==> config.mk <==
export PLATFORM = sky130hd
export DESIGN_NAME = aqt_ctrl
export DESIGN_NICKNAME = d
export VERILOG_FILES = /design/src/aqt_pkg.sv /design/src/aqt_ctrl.sv
export SDC_FILE = /design/constraint.sdc
export NUM_CORES = 1
export LEC_CHECK = 0
export ABC_AREA = 1
export BUFFER_PORTS_ARGS = -buffer_cell sky130_fd_sc_hd__buf_4
export CAP_MARGIN = 20
export CORE_MARGIN = 2
export CORE_UTILIZATION = 40
export DETAILED_ROUTE_END_ITERATION = 12
export PLACE_DENSITY_LB_ADDON = 0.25
export SYNTH_ARGS = -nofsm -noshare
export SYNTH_HDL_FRONTEND = slang
export SYNTH_SLANG_ARGS = --single-unit
==> constraint.sdc <==
create_clock -name i_clk -period 1.35 [get_ports i_clk]
set_input_delay 0.2025 -clock i_clk [delete_from_list [all_inputs] [get_ports i_clk]]
set_output_delay 0.2025 -clock i_clk [all_outputs]
set_load 0.01 [all_outputs]
==> src/aqt_pkg.sv <==
// shared types and constants of the availability quantile tracker
// no dependencies; imported by the controller, the datapath and the top level
package aqt_pkg;

    // event codes carried by a transaction
    typedef enum logic [1:0] {
        ACT_END   = 2'd0,
        ACT_START = 2'd1,
        ACT_TICK  = 2'd2,
        ACT_NONE  = 2'd3
    } t_action;

    // configuration register indexes
    typedef enum logic [1:0] {
        CFG_ENABLE     = 2'd0,
        CFG_CONFIDENCE = 2'd1,
        CFG_LIMIT      = 2'd2,
        CFG_BIRTH      = 2'd3
    } t_cfg_idx;

    localparam logic       ENABLE_RST     = 1'b1;
    localparam logic [8:0] CONF_DEFAULT   = 9'd205;
    localparam logic [8:0] CONF_MAX       = 9'd256;
    localparam logic [7:0] LIMIT_RST      = 8'd100;
    localparam logic [15:0] FRAC_SAT      = 16'hFFFF;
    localparam logic [31:0] EST_SAT       = 32'hFFFF_FFFF;

    // micro-operations issued by the controller to the datapath
    typedef enum logic [4:0] {
        OP_NONE,
        OP_LATCH,
        OP_END_SETUP,
        OP_IDX_RD,
        OP_IDX_INC,
        OP_SHF_SETUP,
        OP_SHF_RD,
        OP_SHF_WR,
        OP_INS_WR,
        OP_START_SETUP,
        OP_HLV_RD,
        OP_HLV_WR,
        OP_HLV_END,
        OP_RC_SETUP,
        OP_EST_MUL,
        OP_EST_SAT,
        OP_EST_K,
        OP_EST_RD,
        OP_EST_PICK,
        OP_DIV_SETUP,
        OP_DIV_STEP,
        OP_DIV_END
    } t_op;

    // status flags returned by the datapath
    typedef struct packed {
        logic    enable;
        t_action action;
        logic    open;
        logic    ge_limit;
        logic    idx_lt_count;
        logic    rd_le_len;
        logic    rd_lt_len;
        logic    idx_lt_depth;
        logic    j_gt_idx;
        logic    idx_lt_keep;
        logic    num_ge_den;
        logic    div_last;
    } t_status;

endpackage

==> src/aqt_ctrl.sv <==
// controller state machine of the availability quantile tracker
// depends on aqt_pkg; drives micro-operations into aqt_dp
module aqt_ctrl
    import aqt_pkg::*;
(
    input  logic    i_clk,
    input  logic    i_rst_n,
    input  logic    i_start,
    input  t_status i_status,
    output t_op     o_op,
    output logic    o_busy,
    output logic    o_valid
);

    typedef enum logic [20:0] {
        S_IDLE     = 21'h000001,
        S_DECIDE   = 21'h000002,
        S_INS_CHK  = 21'h000004,
        S_INS_CMP  = 21'h000008,
        S_INS_POS  = 21'h000010,
        S_SHF_CHK  = 21'h000020,
        S_SHF_WR   = 21'h000040,
        S_HLV_CHK  = 21'h000080,
        S_HLV_WR   = 21'h000100,
        S_RC       = 21'h000200,
        S_SCN_CHK  = 21'h000400,
        S_SCN_CMP  = 21'h000800,
        S_EST_MUL  = 21'h001000,
        S_EST_SAT  = 21'h002000,
        S_EST_K    = 21'h004000,
        S_EST_RD   = 21'h008000,
        S_EST_PICK = 21'h010000,
        S_DIV_SET  = 21'h020000,
        S_DIV      = 21'h040000,
        S_DIV_END  = 21'h080000,
        S_DONE     = 21'h100000
    } t_state;

    t_state r_state;
    t_state n_state;

    // next state and operation
    always_comb begin
        n_state = r_state;
        o_op    = OP_NONE;
        unique case (r_state)
            S_IDLE: begin
                if (i_start) begin
                    o_op    = OP_LATCH;
                    n_state = S_DECIDE;
                end
            end
            S_DECIDE: begin
                priority if (!i_status.enable) begin
                    n_state = S_DONE;
                end else begin
                    unique case (i_status.action)
                        ACT_END: begin
                            if (i_status.open) begin
                                o_op    = OP_END_SETUP;
                                n_state = S_INS_CHK;
                            end else begin
                                n_state = S_DONE;
                            end
                        end
                        ACT_START: begin
                            if (!i_status.open) begin
                                o_op    = OP_START_SETUP;
                                n_state = i_status.ge_limit ? S_HLV_CHK : S_RC;
                            end else begin
                                n_state = S_DONE;
                            end
                        end
                        ACT_TICK: n_state = S_RC;
                        default:  n_state = S_DONE;
                    endcase
                end
            end
            // find the insert position
            S_INS_CHK: begin
                if (i_status.idx_lt_count) begin
                    o_op    = OP_IDX_RD;
                    n_state = S_INS_CMP;
                end else begin
                    n_state = S_INS_POS;
                end
            end
            S_INS_CMP: begin
                if (i_status.rd_le_len) begin
                    o_op    = OP_IDX_INC;
                    n_state = S_INS_CHK;
                end else begin
                    n_state = S_INS_POS;
                end
            end
            S_INS_POS: begin
                if (i_status.idx_lt_depth) begin
                    o_op    = OP_SHF_SETUP;
                    n_state = S_SHF_CHK;
                end else begin
                    n_state = S_DONE;
                end
            end
            // move larger entries up by one, then write the new one
            S_SHF_CHK: begin
                if (i_status.j_gt_idx) begin
                    o_op    = OP_SHF_RD;
                    n_state = S_SHF_WR;
                end else begin
                    o_op    = OP_INS_WR;
                    n_state = S_DONE;
                end
            end
            S_SHF_WR: begin
                o_op    = OP_SHF_WR;
                n_state = S_SHF_CHK;
            end
            // keep the odd positions
            S_HLV_CHK: begin
                if (i_status.idx_lt_keep) begin
                    o_op    = OP_HLV_RD;
                    n_state = S_HLV_WR;
                end else begin
                    o_op    = OP_HLV_END;
                    n_state = S_RC;
                end
            end
            S_HLV_WR: begin
                o_op    = OP_HLV_WR;
                n_state = S_HLV_CHK;
            end
            S_RC: begin
                o_op    = OP_RC_SETUP;
                n_state = i_status.open ? S_SCN_CHK : S_DIV_SET;
            end
            // skip entries shorter than the idle time
            S_SCN_CHK: begin
                if (i_status.idx_lt_count) begin
                    o_op    = OP_IDX_RD;
                    n_state = S_SCN_CMP;
                end else begin
                    n_state = S_EST_MUL;
                end
            end
            S_SCN_CMP: begin
                if (i_status.rd_lt_len) begin
                    o_op    = OP_IDX_INC;
                    n_state = S_SCN_CHK;
                end else begin
                    n_state = S_EST_K;
                end
            end
            S_EST_MUL: begin
                o_op    = OP_EST_MUL;
                n_state = S_EST_SAT;
            end
            S_EST_SAT: begin
                o_op    = OP_EST_SAT;
                n_state = S_DIV_SET;
            end
            S_EST_K: begin
                o_op    = OP_EST_K;
                n_state = S_EST_RD;
            end
            S_EST_RD: begin
                o_op    = OP_EST_RD;
                n_state = S_EST_PICK;
            end
            S_EST_PICK: begin
                o_op    = OP_EST_PICK;
                n_state = S_DIV_SET;
            end
            // fraction by restoring division
            S_DIV_SET: begin
                o_op    = OP_DIV_SETUP;
                n_state = i_status.num_ge_den ? S_DONE : S_DIV;
            end
            S_DIV: begin
                o_op    = OP_DIV_STEP;
                n_state = i_status.div_last ? S_DIV_END : S_DIV;
            end
            S_DIV_END: begin
                o_op    = OP_DIV_END;
                n_state = S_DONE;
            end
            S_DONE: begin
                n_state = S_IDLE;
            end
            default: begin
                n_state = S_IDLE;
            end
        endcase
    end

    // state register
    always_ff @(posedge i_clk) begin
        if (!i_rst_n) begin
            r_state <= S_IDLE;
        end else begin
            r_state <= n_state;
        end
    end

    assign o_busy  = (r_state != S_IDLE);
    assign o_valid = (r_state == S_DONE);

endmodule

==> results of run 1 <==
## tightest hold or removal path: stages
cell,delay (ns)
buf_4,0.11
nand3_1,0.09
nor2_2,0.04
## stage by stage
stage	utilization [%]	area, µm²
CTS	67.4	2520
global route	70.9	2660
finish	70.9	2660
detailed placement	60.3	2260
floorplan	-	1670
global placement	60.3	2260
## report_power, final
part           internal, W  switching, W
clock             0.000212      0.000238
combinational     0.000263      0.000310
sequential        0.000628    0.00000827
## metal layers
layer  part of all wire [%]  vias to the layer above
met5                      0                        -
met4                    3.1                        0
met3                    5.2                       17
met2                     49                       48
met1                     43                      858
li1                       -                      955
## layout by cell type, fill, tap and decap left out
cell | synthesis | layout
dfxtp_1 | 21 | 7
nand3_1 | 25 | 22
inv_2 | 3 | 4
nand4_1 | 4 | 4
nor2_4 | 5 | 19
nand2_1 | 33 | 26
nor2_1 | 42 | 37
clkbuf_8 | 0 | 3
nand3_2 | 3 | 4
nand2_4 | 4 | 10
buf_12 | 0 | 2
nor3_1 | 8 | 6
inv_1 | 40 | 37
nor3_4 | 0 | 1
inv_4 | 0 | 2
nor4_2 | 0 | 1
dfxtp_2 | 0 | 14
o21a_1 | 1 | 1
nand3_4 | 0 | 2
o21ai_2 | 3 | 5
buf_6 | 0 | 7
o221ai_1 | 1 | 1
buf_4 | 0 | 77
nand2_8 | 1 | 3
clkbuf_1 | 0 | 1
nor2_8 | 2 | 2
nor3_2 | 0 | 1
a21oi_1 | 1 | 1
a31oi_1 | 3 | 3
o21ai_1 | 3 | 4
a211oi_2 | 0 | 1
nand2_2 | 8 | 8
and3_4 | 0 | 1
nor2_2 | 28 | 19
o211a_1 | 1 | 1
## final timing paths
check / startpoint / end / slack, ns / depth (start not counted)
max: r_state[2] / o_op[0] / -0.66 / 9
max reg2reg: r_state[11] / r_state[16] / -0.43 / 12
min: i_status[0] / r_state[19] / 0.20 / 3
min reg2reg: r_state[1] / r_state[1] / 0.62 / 3
## cell families (layout without fill, tap and decap cells)
| kind of cell | count (synthesis) | count (layout) |
|---|---|---|
| buffers and inverters | 43 | 133 |
| AO/OA/AOI/OAI | 17 | 17 |
| flip-flops | 21 | 21 |
| AND/OR/NAND/NOR | 165 | 166 |
## final cells by class
| class | count | area share, % |
|---|---|---|
| inverter | 43 | 6.27 |
| multi-input combinational | 183 | 47.0 |
| tap | 48 | 2.26 |
| sequential | 21 | 16.5 |
| clock buffer | 4 | 1.70 |
| timing repair buffer | 86 | 26.2 |
## what timing repair did
action | CTS | global route
pin swaps | 20 | 12
resized for setup | 33 | 21
gates cloned | 1 | 0
setup endpoints to repair | 27 | 28
setup buffers | 12 | 8
==> impl_metrics.tcl, run 1 <==
set metrics [dict create \
    run_status "finished with violations" \
    failed_checks "setup timing" \
    multiplexer_share_of_the_synthesized_area_pct 0 \
    first_global_vias 1804 \
    grt_total_ovfl 0 \
    reg_top3 "r_state x21" \
    grt_setup_unrepaired "yes" \
    fin_skew_ns 0.00913 \
    power_density_nw_per_um2 625 \
    yosys-top-cells-count "42 x nor2_1, 40 x inv_1, 33 x nand2_1, 28 x nor2_2, 25 x nand3_1" \
    synth-adder-area-share_pct 0 \
    final_hold_viol_count 0 \
    initialDrtViolationCount 45 \
    fraction_of_final_layout_cells_sized_beyond_drive_strength_1_pct 55.2 \
    preCtsSetupSlack_ns -0.415 \
    initial_antenna_violation_count 0 \
    antenna_diode_count 0 \
    cts.path.max_buffers 2 \
    grt_start_max_net_pins 12 \
    groute.usage.overall_pct 24.4 \
    rows 22 \
    min_period_over_period_pct 149 \
    timing.hold.ws_ns 0.198 \
    use_met3_pct 2.50 \
    final_routed_wirelength_across_all_metal_layers_mm 5.10 \
    yosysUniqueCellTypes 26 \
    cp-end-kind "output pin" \
    synth_top_flop_cell "dfxtp_1" \
    fp.dieArea_um2 4510 \
    num_vias 1878 \
    synth_compound_gate_area_share_pct 7.13 \
    critical_path.startpoint_type "flip-flop" \
    final_cell_count_no_fill 385 \
    hold_class "primary input to flip-flop" \
    synth_area_in_simple_gates_pct 56.4 \
    cpLargestDelayFamily "simple AND/OR/NAND/NOR gates" \
    worst_skew_pair.late_latency_ns 0.28 \
    max_freq_mhz 497 \
    yosys.area_share.xor_xnor_pct 0 \
    async_flop_share_pct 0 \
    timing.setup.tns_ns -11.28 \
    post_synth_instance_area_um2 1600 \
    tritoncts "yes" \
    cts_htree_levels 1 \
    groute.layer.met2.usage_pct 42.1 \
    tightestPinTransition_ns 0.358 \
    pin_count 23 \
    max_slew_margin_pct 75.9 \
    use_met1_pct 30.6 \
    synth_top_area_share_pct 26.3 \
    grt_first_pass_wirelength_mm 8.13 \
    post-synth-top-area-cell "dfxtp_1" \
    num-nets-final 354 \
    synth_fp_nets 262 \
    synth_area_leaders "dfxtp_1 26%, nor2_2 11%, nor2_1 9.9%" \
    vdd_ir_drop_max_mv 0.420 \
    cap_viol_max_count 0 \
    synth-warning-count 0 \
    worst-path-max-fanout 4 \
    largest_reg_flops 21 \
    start_util_pct 42.6 \
    top_usage_layer "met2" \
    cts_hold_repair.buffers 0 \
    drc 0 \
    layout_setup_ws_ns -0.662 \
    fp.dieW_um 67.2 \
    die_height_um 67.2 \
    clkTransAtPathRegs_ns 0.09 \
    clock_sinks 21 \
    drt_first_pass_iters 4 \
    numCtsBuffers 3 \
    worstPathBufferInverterCount 1 \
    multi_input_area_um2 1250 \
    number_of_flops_mapped_to_enable_cells_by_yosys 0 \
    combinational_family_with_the_most_area_after_synthesis "simple AND/OR/NAND/NOR gates" \
    synth_sequential_area_ratio_pct 26.3 \
    dp.final_hpwl_mm 3.68 \
    buffer_ports.inserted 22 \
    slowest_stage "dfxtp_2" \
    critPathMostFrequentCell "nor2_4" \
    timing.final.max_slew_violations 0 \
    total_power_w 0.00166 \
    netlist_instances 246 \
    layout_min_cycle_time_ns 2.01 \
    post-synth-top-count-cell "nor2_1" \
    timing.critical_path.cells "nor2_4, nand2_4, nor2_4, nand2_2, nor2_4, nand2_2, o211a_1, nand4_1, buf_4" \
    number_of_nets_with_antenna_violations_after_routing 0 \
    critical_path_required_ns 1.15 \
    arrival_ns 1.81 \
    place.detailed.instances 361 \
    synth_seq_cells 21 \
    final.fill_count 322 \
    route.detailed.wl_per_inst_um 13.3 \
    sequential_cell_area_in_the_final_layout_um2 438 \
    layout-area-overhead-vs-synth_pct 66.3 \
    crit_path_max_incr_delay_ns 0.35 \
    finalSetupViolations 27 \
    postSynthAreaPerCell_um2 6.49 \
    total_leakage_power_nw 1.29 \
    detail_route.vias_per_cell 4.88 \
    cts-root-buf "clkbuf_8" \
    coreArea_um2 3740 \
    path_class "flip-flop to output pin" \
    gp_weighted_congestion 0.959 \
    largest_register "r_state" \
]
(Power assumes the default switching activity.)
==> run 2: changes to the inputs <==
Settings changed: GPL_ROUTABILITY_DRIVEN set to 1, TNS_END_PERCENT set to 10.
==> impl_metrics.tcl, run 2 (same netlist as run 1, synthesis figures left out) <==
set metrics [dict create \
    switching_share_pct 32.1 \
    gp_weighted_congestion 0.951 \
    coreArea_um2 3740 \
    drt_first_pass_iters 4 \
    p_int_w 0.00104 \
    max_slew_margin_pct 70.2 \
    reg_top3 "r_state x21" \
    power_density_nw_per_um2 609 \
    finalSetupViolations 28 \
    fraction_of_final_layout_cells_sized_beyond_drive_strength_1_pct 53.7 \
    tightestPinTransition_ns 0.444 \
    grt_total_ovfl 0 \
    critical_path.startpoint_type "flip-flop" \
    hold_class "primary input to flip-flop" \
    groute.usage.overall_pct 24.0 \
    cts.path.max_buffers 2 \
    total_switching_power_w 0.000493 \
    final_routed_wirelength_across_all_metal_layers_mm 4.82 \
    clock_power_share_pct 28.5 \
    power.combinational.fraction_pct 30.0 \
    finalInstanceArea_um2 2520 \
    detail_route.vias_per_cell 4.87 \
    die_height_um 67.2 \
    timing.hold.ws_ns 0.212 \
    layout-area-overhead-vs-synth_pct 58.0 \
    cpLargestDelayFamily "simple AND/OR/NAND/NOR gates" \
    worstPathBufferInverterCount 2 \
    min_period_over_period_pct 145 \
    critPathMostFrequentCell "nand2_4" \
    route.detailed.wl_per_inst_um 12.8 \
    rows 22 \
    slowest_stage "dfxtp_2" \
    layout.cells.most_common_list "74 x buf_4, 39 x inv_1, 35 x nor2_1" \
    initialDrtViolationCount 106 \
    final_hold_viol_count 0 \
    grt_first_pass_wirelength_mm 7.92 \
    crit_path_max_incr_delay_ns 0.34 \
    timing.final.max_slew_violations 0 \
    power.sequential.fraction_pct 41.5 \
    first_global_vias 1774 \
    num_vias 1830 \
    largest_register "r_state" \
    worst-path-max-fanout 5 \
    utilization_pct 67.4 \
    run_status "finished with violations" \
    number_of_nets_with_antenna_violations_after_routing 0 \
    antenna_diode_count 0 \
    layout_min_cycle_time_ns 1.96 \
    dpl-instance-area_um2 2250 \
    num-nets-final 345 \
    cts_htree_levels 1 \
    numCtsBuffers 3 \
    tritoncts "yes" \
    path_class "flip-flop to output pin" \
    timing.critical_path.cells "nor2_4, nand2_4, nor2_8, nand2_4, inv_4, nand2_4, nand2_4, nor2_2, nand2_1, nor2_1, nand4_1, buf_4" \
    clkTransAtPathRegs_ns 0.08 \
    timing.setup.tns_ns -9.09 \
    buffer_ports.inserted 22 \
    drc 0 \
    critical_path_required_ns 1.15 \
    total_leakage_power_nw 1.24 \
    fp.dieArea_um2 4510 \
    cap_viol_max_count 0 \
    mostFrequentLayoutCell "buf_4" \
    largest_reg_flops 21 \
    arrival_ns 1.76 \
    fp.dieW_um 67.2 \
    clock_sinks 21 \
    fin_skew_ns 0.00148 \
    grt_start_max_net_pins 13 \
    preCtsSetupSlack_ns -0.404 \
    cp-end-kind "output pin" \
    final.fill_count 344 \
    grt_setup_unrepaired "yes" \
    vdd_ir_drop_max_mv 0.551 \
    initial_antenna_violation_count 0 \
    dp.final_hpwl_mm 3.77 \
    cts_hold_repair.buffers 0 \
    worst_skew_pair.late_latency_ns 0.27 \
    failed_checks "setup timing" \
    layout_setup_ws_ns -0.612 \
    cts-root-buf "clkbuf_8" \
    start_util_pct 42.6 \
    max_freq_mhz 510 \
    pin_count 23 \
]
[run 2: cell count changes in the layout (fill, tap and decap cells not counted), sizes merged]
cell,before,now
nand2,47,46
buf,86,76
clkbuf,4,3
clkinv,0,1
nor2,77,79
[run 2: layout make-up]
type,count,area [µm²],area share (%)
multi-input combinational,184,1220,48.5
timing repair buffer,76,587,23.3
sequential,21,439,17.4
inverter,43,166,6.60
tap,48,60.1,2.38
clock buffer,3,41.3,1.64
clock inverter,1,5.00,0.198
[run 2: per-stage QoR]
step           cells  power [W]
5_1_grt          376    0.00161
6_report         376    0.00154
3_3_place_gp     364    0.00106
2_1_floorplan    246   0.000878
3_5_place_dp     364    0.00107
4_1_cts          373    0.00152
[run 2: path summary, 6_finish.rpt]
path	from	to	slack, ns	cells past startpoint
min	i_rst_n	r_state[3]	0.21	3
max reg2reg	r_state[8]	r_state[4]	-0.34	12
max	r_state[8]	o_op[1]	-0.61	12
min reg2reg	r_state[1]	r_state[1]	0.62	3
[run 2: repair_timing]
| action | CTS | global route |
|---|---|---|
| resized for setup | 24 | 22 |
| setup endpoints to repair | 28 | 28 |
| buffers inserted | 3 | 3 |
| gates cloned | 2 | 0 |
| pin swaps | 10 | 10 |
[run 2: metal layers]
metal  part of all wire, %  GRT usage (%)  up-vias
li1                      -              -      946
met1                    43           30.3      834
met2                    52           43.4       41
met3                   3.7           2.00        9
met4                   1.6           6.89        0
met5                     0              0        -
[run 2: worst min-delay path: stages]
cell     delay [ns]
buf_4          0.13
nand2_1        0.07
nor3_2         0.05
[run 2: power groups by stage]
stage	sequential, W	combinational, W	clock, W
4_1_cts	0.000636	0.000437	0.000448
3_5_place_dp	0.000651	0.000415	0
5_1_grt	0.000639	0.000498	0.000472
2_1_floorplan	0.000652	0.000227	0
3_3_place_gp	0.000651	0.000406	0
6_report	0.000637	0.000461	0.000438
